File: config.mk
export PLATFORM = sky130hd
export DESIGN_NAME = ilst_cell
export DESIGN_NICKNAME = d
export VERILOG_FILES = /design/src/rtl/core/ilst_pkg.sv /design/src/rtl/core/ilst_cell.sv
export SDC_FILE = /design/constraint.sdc
export NUM_CORES = 1
export LEC_CHECK = 0
export BUFFER_PORTS_ARGS = -buffer_cell sky130_fd_sc_hd__buf_2
export CAP_MARGIN = 40
export CELL_PAD_IN_SITES_DETAIL_PLACEMENT = 1
export CELL_PAD_IN_SITES_GLOBAL_PLACEMENT = 1
export CORE_MARGIN = 2
export CORE_UTILIZATION = 22
export DETAILED_ROUTE_END_ITERATION = 16
export GPL_TIMING_DRIVEN = 0
export PLACE_DENSITY_LB_ADDON = 0.1
export SKIP_CTS_REPAIR_TIMING = 1
export SLEW_MARGIN = 5
export SYNTH_ARGS = -nofsm -noshare
export SYNTH_HDL_FRONTEND = slang
export SYNTH_SLANG_ARGS = --single-unit
File: constraint.sdc
create_clock -name clk -period 2.2 [get_ports clk]
set_input_delay 0.44 -clock clk [delete_from_list [all_inputs] [get_ports clk]]
set_output_delay 0.44 -clock clk [all_outputs]
set_load 0.01 [all_outputs]
File: src/rtl/core/ilst_pkg.sv
// Shared types and constants for the indexed list store.
`default_nettype none

package ilst_pkg;

  // Field widths fixed by the interface.
  localparam int unsigned DATA_W = 32;
  localparam int unsigned POS_W = 8;
  localparam int unsigned LEN_W = 7;
  localparam int unsigned CMD_W = 3;

  // Default number of list entries.
  localparam int unsigned CAPACITY_DEF = 64;

  typedef enum logic [CMD_W-1:0] {
    CMD_READ   = 3'd0,
    CMD_HEAD   = 3'd1,
    CMD_TAIL   = 3'd2,
    CMD_BEFORE = 3'd3,
    CMD_DELETE = 3'd4
  } command_t;

  typedef enum logic [1:0] {
    ST_DONE   = 2'd0,
    ST_BADPOS = 2'd1,
    ST_FULL   = 2'd2
  } status_t;

  // Shift controls broadcast to every cell of the chain.
  typedef struct packed {
    logic ins;
    logic del;
  } cell_op_t;

endpackage

`default_nettype wire

File: src/rtl/core/ilst_cell.sv
// One storage cell of the list chain, holding the entry at a fixed position.
`default_nettype none

module ilst_cell #(
  parameter int unsigned IDX_W = 6,
  parameter int unsigned INDEX = 0
) (
  input  logic                         clk,
  input  ilst_pkg::cell_op_t           op,
  input  logic [IDX_W-1:0]             pos,
  input  logic [ilst_pkg::DATA_W-1:0]  new_value,
  input  logic [ilst_pkg::DATA_W-1:0]  lower,
  input  logic [ilst_pkg::DATA_W-1:0]  upper,
  output logic [ilst_pkg::DATA_W-1:0]  q,
  output logic [ilst_pkg::DATA_W-1:0]  rd
);
  import ilst_pkg::*;

  logic [IDX_W-1:0] my_index;
  logic             at_pos;
  logic             above_pos;

  assign my_index  = IDX_W'(INDEX);
  assign at_pos    = (my_index == pos);
  assign above_pos = (my_index > pos);

  // Insert moves entries above the position up one place; delete moves them down.
  always_ff @(posedge clk) begin
    if (op.ins) begin
      if (above_pos) begin
        q <= lower;
      end else if (at_pos) begin
        q <= new_value;
      end
    end else if (op.del) begin
      if (above_pos || at_pos) begin
        q <= upper;
      end
    end
  end

  // The selected cell drives its entry onto the read OR bus.
  assign rd = at_pos ? q : '0;

endmodule

`default_nettype wire

# Yosys cells after proc, flatten, opt, wreduce, memory -nomap -nowiden
# Cells that the tools add are included.
# word_totals
regBits	32
latchBits	0
ram_bits	0
rom_bits	0
input_bits	105
output_inout_bits	64
wordCells	14
n_memories	0
# op_classes
addsub	0
multipliers	0
n_div	0
order_cmp	1
eq_ne	1
n_shift	0
mux	6
bitwise_logic	0
reduce_logical	5
# op_table
op	n
two-way mux 32 bit	6
greater-than comparator 1 x 6 -> 1 bit, first input constant	1
zero test 6 bit	1
nonzero test 2 bit	2
!= test 3 x 1 -> 1 bit, second input constant	1
AND reduction 3 bit	1
logical OR 1 bit	1

# Logic depth before layout (Yosys ltp)
# Gate-level depths: netlist of the first run.
# depth
ltp_word	5
ltp_mapped	3
mapped_depth_nobuf	2

# Least setup slack after synthesis of the first run
# OpenSTA, ideal clock, no wires.
# synth_timing
path_type	input-to-reg
start	input port pos[3]
end	register q[0] in the netlist's numbering (enable)
setup_ns	0.387
t_arrival_ns	1.735
required_ns	1.813
path_slack_ns	0.078
stages	3
n_path_buf	1
path_cell_list	nor4_4 -> buf_6 -> o211a_1
# synth_between
elab_chain_len	4
elab_cells_between_ends	6
cone_classes	order compare (1); eq/ne (1); reduce/logical (4)
# synth_lines
element	line_no	source
start: declaration	ilst_cell.sv:10	input logic [IDX_W-1:0] pos,
greater-than comparator 1 x 6 -> 1 bit or zero test 6 bit (tied branches)	ilst_cell.sv:25, ilst_cell.sv:24	
logical OR 1 bit	ilst_cell.sv:36	if (above_pos || at_pos) begin
nonzero test 2 bit (no source line)	n/a	
AND reduction 3 bit (no source line) *	n/a	
end signal: assignment	ilst_cell.sv:31	q <= lower;
end signal: assignment	ilst_cell.sv:33	q <= new_value;
end signal: assignment	ilst_cell.sv:37	q <= upper;
end: declaration	ilst_cell.sv:14	output logic [ilst_pkg::DATA_W-1:0] q,
# Mark *: on every way between the ends. The rest lies on a longest branch, timed or not.
# A chain may end at the register's enable or synchronous reset.

# Worst setup path after layout of the first run
# layout_timing
start	input port pos[3]
end	output port rd[9] in the netlist's numbering
# layout_between
elab_chain_len	2
# layout_lines
element	line_no	source
zero test 6 bit	ilst_cell.sv:24	assign at_pos = (my_index == pos);
two-way mux 32 bit	ilst_cell.sv:43	assign rd = at_pos ? q : '0;
end: declaration	ilst_cell.sv:15	output logic [ilst_pkg::DATA_W-1:0] rd
# No other way between the ends.

==> key figures, run 1 <==
Timing
  • Endpoints failing hold: 0
  • Slew HR: 66.1%
  • Worst slew pin tran: 0.505 ns
  • TNS Setup: 0 ns
  • Setup WS post-layout: 0.199 ns
  • RSZ-0062 raised after global routing: false
  • Final cycle utilization of the critical path: 91.0%
  • Minimum clock period: 2.00 ns
  • Max Freq: 500 MHz
  • Setup violators final: 0
  • Final max-slew violation count: 0

Synthesis
  • Register area share after synthesis: 59.1%
  • Mapped Cells: 109
  • Post-synthesis cell area: 0.00163 mm²
  • Yosys warns: 0
  • Syn_nets: 214
  • Synthesized flop and latch total: 32
  • Synth cell types: 10
  • Mean post-synth cell area: 14.9 µm²
  • Synth top area share: 59.1%
  • Largest area contributor in the netlist: edfxtp_1
  • Synth area leaders: edfxtp_1, mux2_2, and3_1

Critical path
  • CP top delay family: simple AND/OR/NAND/NOR gates
  • Crit path max fanout: 10
  • Most frequent CP cell: buf_2
  • Crit Path Class: in2out
  • CP cell instances: buf_2 -> nor4_4 -> buf_6 -> and3_1 -> buf_2
  • Crit-path max cell delay: 0.51 ns
  • Crit path buf inv count: 3
  • Crit path DAT: 1.56 ns
  • Critical path required time: 1.76 ns
  • Worst Setup End Kind: output pin
  • Startpoint Class: input port
  • Worst path slowest cell: nor4_4

Min path
  • WHS Path Cells: 2
  • Hold Crit Class: in2reg
  • Min-delay src: upper[25]
  • Hold EP: q[25]

Final layout
  • Reg with most FFs: q
  • Final #Nets: 357
  • Fillers: 862
  • Max reg flops: 32
  • P&R area growth vs syn: 56.0%
  • Antenna cells: 0
  • Share of cells above drive strength 1: 73.5%
  • Top Registers: q: 32 flops

Power
  • Peak VDD IR: 0.000218 V
  • Power per cell area: 503 mW/mm²
  • Post-layout power: 1.27 mW
  • Leak Pwr: 1.28 nW

Routing
  • Via count: 1470
  • # DRC: 0
  • Routed WL: 5050 µm
  • Number of DRC markers in iteration 0: 17
  • 1st-pass router iterations: 3
  • DR vias/cell: 4.18
  • Routed len/inst: 14.3 µm
  • Post-route ant nets: 0

Run
  • Max-cap check violation count: 0

Global routing
  • GRT Util Overall: 12.7%
  • First-pass GRT wire length: 7960 µm
  • Initial antenna violation count: 0
  • Congestion Overflow GR: 0
  • Vias in the first global route: 1577
  • Largest net degree at the start of global routing: 21

Clock network
  • Root buffer cell: clkbuf_8
  • Sink Count: 32
  • H-tree depth: 2
  • Maximum root-to-sink buffer count: 2
  • Worst-path clk slew: 0.07 ns
  • CTS tree: done
  • Clock buffer count from CTS: 5

Floorplan
  • Core area: 0.00721 mm²
  • Die width: 90.0 µm
  • IO Count: 169
  • DIE HEIGHT: 90.0 µm
  • Rows: 31
  • Initial core utilization: 22.5%
  • Full die area: 0.00809 mm²

Placed design
  • Pre-CTS WS: -0.225 ns
  • Port bufs: 135
  • HPWL after DPL: 3990 µm
  • Routability cong.: 0.630

Outcome
  • Status: finished clean
## routing by layer
metal	global-route usage (%)	vias to the layer above	wire length [µm]
met5	0	-	0
met4	4.23	0	57
met3	4.53	5	390
met2	22.5	70	2500
met1	14.2	691	2100
li1	-	704	-
## per-stage QoR
step | hold slack (ns) | area [µm²] | util [%] | instances
after detailed placement | 0.745 | 2450 | 34.0 | 344
final | 0.459 | 2530 | 35.1 | 352
after floorplan | 0.660 | 1630 | - | 109
after global routing | 0.448 | 2530 | 35.1 | 352
after global placement | 0.742 | 2420 | 33.6 | 343
after CTS | 0.448 | 2530 | 35.1 | 352
## synth_stat cells
cell      instances
o211a_1           1
and3_2            3
mux2_2           32
nor4_4            1
buf_2             4
clkbuf_1          3
nor2_1            1
and3_1           29
edfxtp_1         32
buf_6             3
## report_power, final
part | switching, mW | total, mW | internal, mW
sequential | 0.00210 | 0.684 | 0.682
combinational | 0.0644 | 0.164 | 0.0998
clock | 0.206 | 0.426 | 0.220
total | 0.273 | 1.27 | 1.00
## how the worst max path moves through the flow
stage	from	to	slack, ns	depth (start not counted)
after global placement	pos[5]	q[3]	-0.72	4
after global routing	pos[3]	rd[29]	0.07	5
final	pos[3]	rd[9]	0.20	5
after floorplan	pos[3]	q[0]	0.08	3
after CTS	pos[5]	rd[26]	0.08	5
after detailed placement	pos[5]	q[3]	-0.23	5
## cell usage in the layout (no fill, tap or decap)
| cell type | synthesis | routed |
|---|---|---|
| and3_1 | 29 | 29 |
| clkbuf_8 | 0 | 5 |
| nor4_4 | 1 | 1 |
| mux2_2 | 32 | 32 |
| clkinv_1 | 0 | 1 |
| buf_2 | 4 | 139 |
| and3_2 | 3 | 3 |
| edfxtp_1 | 32 | 32 |
| o211a_2 | 0 | 1 |
| nor2_2 | 0 | 1 |
| buf_16 | 0 | 1 |
| clkbuf_1 | 3 | 5 |
| buf_6 | 3 | 3 |
## cells by family after synthesis
| group | share of synthesized area (%) |
|---|---|
| AO/OA/AOI/OAI | 0.616 |
| buffers and inverters | 4.00 |
| flip-flops | 59.1 |
| multiplexers | 22.2 |
| AND/OR/NAND/NOR | 14.1 |
## area by class of cell
class                   instances  area, µm²  share of cell area (%)
multi-input cells              67        602                    23.7
plain buffers                  10       65.1                    2.57
clock buffers                   7       76.3                    3.01
flip-flops and latches         32        961                    37.9
clock inverters                 1       3.75                   0.148
repair buffers                136        703                    27.7
well taps                      99        124                    4.89
Note: power is estimated with default switching activity, not from simulation.
==> run 2: changes to the inputs <==
--- a/config.mk
+++ b/config.mk
@@ -9,11 +9,13 @@
 export CAP_MARGIN = 40
 export CELL_PAD_IN_SITES_DETAIL_PLACEMENT = 1
 export CELL_PAD_IN_SITES_GLOBAL_PLACEMENT = 1
+export CORE_ASPECT_RATIO = 0.75
 export CORE_MARGIN = 2
 export CORE_UTILIZATION = 22
 export DETAILED_ROUTE_END_ITERATION = 16
 export GPL_TIMING_DRIVEN = 0
 export PLACE_DENSITY_LB_ADDON = 0.1
+export REMOVE_ABC_BUFFERS = 1
 export SKIP_CTS_REPAIR_TIMING = 1
 export SLEW_MARGIN = 5
 export SYNTH_ARGS = -nofsm -noshare
==> run 2 against run 1 <==
Against the previous run:
- die area about the same
- sequential share of layout area increased by 0.53 points
- cell count down 2.0%
==> key figures, run 2 (synthesis gave the netlist of run 1 again) <==
Clock network
  • Clock buffer count from CTS: 5
  • H-tree depth: 2
  • Sink Count: 32
  • Maximum root-to-sink buffer count: 2
  • CTS tree: done
  • Root buffer cell: clkbuf_8
  • Worst-path clk slew: 0.06 ns

Critical path
  • Most frequent CP cell: buf_2
  • Crit path max fanout: 21
  • CP Capture Point: rd[14]
  • Critical path required time: 1.76 ns
  • CP cell instances: buf_2 -> nor2_2 -> buf_8 -> and3_1 -> buf_2
  • Crit path DAT: 1.49 ns
  • Critical Path Stages: 5
  • Worst path slowest cell: nor2_2
  • Crit-path max cell delay: 0.40 ns
  • Startpoint Class: input port
  • Worst Setup SP: pos[5]
  • CP top delay family: simple AND/OR/NAND/NOR gates
  • Crit path buf inv count: 3
  • Worst Setup End Kind: output pin
  • Crit Path Class: in2out

Routing
  • Routed len/inst: 13.7 µm
  • Via count: 1421
  • Routed WL: 4740 µm
  • DR vias/cell: 4.12
  • # DRC: 0
  • 1st-pass router iterations: 2
  • Number of DRC markers in iteration 0: 20
  • Post-route ant nets: 0

Final layout
  • Area of the multi-input gates: 602 µm²
  • Commonest non-fill, non-tap cell in the layout: buf_2
  • Top Registers: q: 32 flops
  • Flip-flop and latch area: 961 µm²
  • P&R area growth vs syn: 53.8%
  • Antenna cells: 0
  • Fillers: 833
  • Share of cells above drive strength 1: 75.0%
  • Reg with most FFs: q
  • Final #Nets: 351
  • Max reg flops: 32
  • Most frequent cells in the layout: buf_2, mux2_2, edfxtp_1, and3_1, clkbuf_8

Timing
  • Setup violators final: 0
  • Worst slew pin tran: 0.775 ns
  • RSZ-0062 raised after global routing: false
  • Minimum clock period: 1.93 ns
  • Final max-slew violation count: 0
  • Endpoints failing hold: 0
  • Slew HR: 48.4%
  • Final cycle utilization of the critical path: 87.5%
  • Max Freq: 519 MHz
  • Fin Hold WS: 0.464 ns

Placed design
  • Routability cong.: 0.676
  • HPWL after DPL: 3690 µm
  • Port bufs: 136

Floorplan
  • Die width: 103 µm
  • Full die area: 0.00810 mm²
  • IO Count: 169
  • Core area: 0.00726 mm²
  • DIE HEIGHT: 78.4 µm
  • Rows: 27
  • Initial core utilization: 22.4%

Global routing
  • GRT Util Overall: 11.8%
  • First-pass GRT wire length: 7330 µm
  • Vias in the first global route: 1450
  • Initial antenna violation count: 0
  • Largest net degree at the start of global routing: 34
  • Congestion Overflow GR: 0

Power
  • Peak VDD IR: 0.000222 V
  • Power per cell area: 497 mW/mm²
  • Leak Pwr: 1.26 nW
  • Post-layout power: 1.24 mW

Min path
  • Hold Crit Class: in2reg

Run
  • Max-cap check violation count: 0

Outcome
  • Status: finished clean
[run 2: changes by cell type in the layout (fill, tap and decap cells not counted)]
cell,previous run,this run
clkbuf_1,5,0
buf_2,139,136
clkinv_1,1,0
buf_4,0,1
buf_8,0,1
buf_6,3,1
[run 2: layout make-up]
cell class | instances | share of cell area (%)
multi-input combinational | 67 | 24.1
sequential | 32 | 38.4
clock buffer | 5 | 2.75
timing repair buffer | 140 | 29.7
tap | 101 | 5.06
[run 2: worst min path at each step]
stage                   from  depth (start not counted)  slack [ns]     to
2_1_floorplan       upper[0]                          1        0.66   q[0]
3_3_place_gp       upper[31]                          2        0.74  q[31]
3_5_place_dp   new_value[11]                          2        0.75  q[11]
4_1_cts            upper[23]                          2        0.45  q[23]
5_1_grt        new_value[14]                          2        0.46  q[14]
6_report        new_value[8]                          2        0.46   q[8]
[run 2: through the flow]
step	utilization [%]	area, µm²	setup slack (ns)	setup TNS [ns]	std cells
2_1_floorplan	-	1560	-0.207	-6.64	99
3_3_place_gp	32.6	2370	-1.41	-64.98	336
3_5_place_dp	33.4	2420	-0.452	-12.37	339
4_1_cts	34.3	2490	-0.150	-3.10	344
5_1_grt	34.4	2500	0.149	0	345
6_report	34.4	2500	0.274	0	345
[run 2: power breakdown]
| group | switching, mW | leakage (nW) | internal [mW] | total (mW) |
|---|---|---|---|---|
| clock network | 0.196 | 0.0359 | 0.204 | 0.399 |
| registers | 0.00216 | 0.288 | 0.682 | 0.684 |
| logic | 0.0620 | 0.941 | 0.0983 | 0.160 |
| total | 0.260 | 1.26 | 0.984 | 1.24 |
[run 2: metal layers]
metal,part of all wire (%),track usage [%],up-vias
met5,0,0,-
met4,0.21,2.37,0
met1,44,15.1,647
li1,-,-,690
met3,12,4.81,2
met2,44,18.8,82
==> run 3: changes to the inputs <==
==> constraint.sdc (replaced) <==
create_clock -name clk -period 2.2 [get_ports clk]
set_input_delay 0.44 -clock clk [delete_from_list [all_inputs] [get_ports clk]]
set_output_delay 0.44 -clock clk [all_outputs]
set_load 0.05 [all_outputs]
==> run 3 against run 2 <==
Against the previous run:
- die area is the same
- via count grew 0.35%
- combinational power grew 16%
- wire length is essentially flat
- cell count is the same
- power grew 2.1%
- design area is the same
- highest routed layer unchanged
- utilization is the same
- sequential power is essentially flat
- count of clock-buffer cells in the layout is the same
- flip-flop and latch count is the same
==> key figures, run 3 (synthesis gave the netlist of run 1 again) <==
Floorplan
  • Rows: 27
  • Core area: 0.00726 mm²
  • Full die area: 0.00810 mm²
  • DIE HEIGHT: 78.4 µm
  • Initial core utilization: 22.4%
  • Die width: 103 µm
  • IO Count: 169

Timing
  • Slew HR: 49.0%
  • Setup violators final: 0
  • Endpoints failing hold: 0
  • RSZ-0062 raised after global routing: false
  • Setup WS post-layout: 0.140 ns
  • Max Freq: 486 MHz
  • Final cycle utilization of the critical path: 93.6%
  • Final max-slew violation count: 0
  • Minimum clock period: 2.06 ns
  • Worst slew pin tran: 0.766 ns

Global routing
  • Largest net degree at the start of global routing: 34
  • First-pass GRT wire length: 7330 µm
  • Vias in the first global route: 1450
  • Congestion Overflow GR: 0
  • GRT Util Overall: 11.8%
  • Initial antenna violation count: 0

Critical path
  • Crit path max fanout: 21
  • Crit Path Class: in2out
  • Crit path DAT: 1.62 ns
  • Critical path required time: 1.76 ns
  • Worst Setup End Kind: output pin
  • Startpoint Class: input port

Clock network
  • CTS tree: done
  • Clock buffer count from CTS: 5
  • Sink Count: 32
  • Root buffer cell: clkbuf_8
  • H-tree depth: 2
  • Worst-path clk slew: 0.06 ns
  • Maximum root-to-sink buffer count: 2

Final layout
  • Reg with most FFs: q
  • Commonest non-fill, non-tap cell in the layout: buf_2
  • Share of cells above drive strength 1: 74.6%
  • Antenna cells: 0
  • Top Registers: q: 32 flops
  • Fillers: 833
  • P&R area growth vs syn: 53.8%
  • Final #Nets: 351
  • Max reg flops: 32
  • Most frequent cells in the layout: buf_2, mux2_2, edfxtp_1, and3_1, clkbuf_8

Min path
  • WHS Path Cells: 2
  • Min-delay src: new_value[8]
  • Hold EP: q[8]
  • Hold Crit Class: in2reg

Routing
  • Via count: 1426
  • Number of DRC markers in iteration 0: 22
  • Routed len/inst: 13.7 µm
  • Post-route ant nets: 0
  • # DRC: 0
  • Routed WL: 4740 µm
  • DR vias/cell: 4.13
  • 1st-pass router iterations: 2

Run
  • Max-cap check violation count: 0

Outcome
  • Status: finished clean

Power
  • Leak Pwr: 1.27 nW
  • Post-layout power: 1.27 mW
  • Power per cell area: 508 mW/mm²
  • Peak VDD IR: 0.000225 V

Placed design
  • HPWL after DPL: 3690 µm
  • Routability cong.: 0.676
  • Pre-CTS WS: -0.452 ns
  • Port bufs: 136
[run 3: cell count changes in the layout (fill, tap and decap cells not counted)]
cell	previous run	this run
o211a_1	0	1
o211a_2	1	0
[run 3: how the worst max path moves through the flow]
stage,depth (start not counted),end,startpoint
floorplan,2,q[0],pos[5]
global placement,3,q[14],pos[4]
detailed placement,5,q[7],pos[3]
CTS,5,rd[31],pos[3]
global route,5,rd[17],pos[5]
finish,5,rd[14],pos[5]
[run 3: per-layer routing]
| metal | vias up | share of wire (%) | global-route usage [%] |
|---|---|---|---|
| met5 | - | 0 | 0 |
| met4 | 0 | 0.21 | 2.37 |
| met3 | 2 | 12 | 4.81 |
| met2 | 84 | 44 | 18.8 |
| met1 | 650 | 44 | 15.1 |
| li1 | 690 | - | - |
[run 3: area by class of cell]
cell class / instances / area, µm² / area share [%]
Clock buffer: 5 / 68.8 / 2.75
Multi-Input combinational cell: 67 / 602 / 24.1
Sequential cell: 32 / 961 / 38.4
Tap cell: 101 / 126 / 5.06
Timing Repair Buffer: 140 / 742 / 29.7
[run 3: worst max-delay path, cell delays in order]
cell and delay [ns]:
buf_2 0.10, nor2_2 0.40, buf_8 0.24, and3_1 0.18
buf_2 0.26
[run 3: stage by stage]
step	cells	area [µm²]	TNS (ns)	hold WS [ns]	utilization, %
floorplan	99	1560	-6.64	0.660	-
global placement	336	2370	-69.23	0.743	32.6
detailed placement	339	2420	-15.03	0.745	33.4
CTS	344	2490	-5.75	0.450	34.3
global route	345	2500	0	0.458	34.4
finish	345	2500	0	0.464	34.4
[run 3: power by group]
| group | switching [mW] | internal (mW) | total [mW] |
|---|---|---|---|
| clock | 0.196 | 0.204 | 0.399 |
| combinational | 0.0874 | 0.0983 | 0.186 |
| sequential | 0.00218 | 0.682 | 0.684 |
| total | 0.285 | 0.984 | 1.27 |
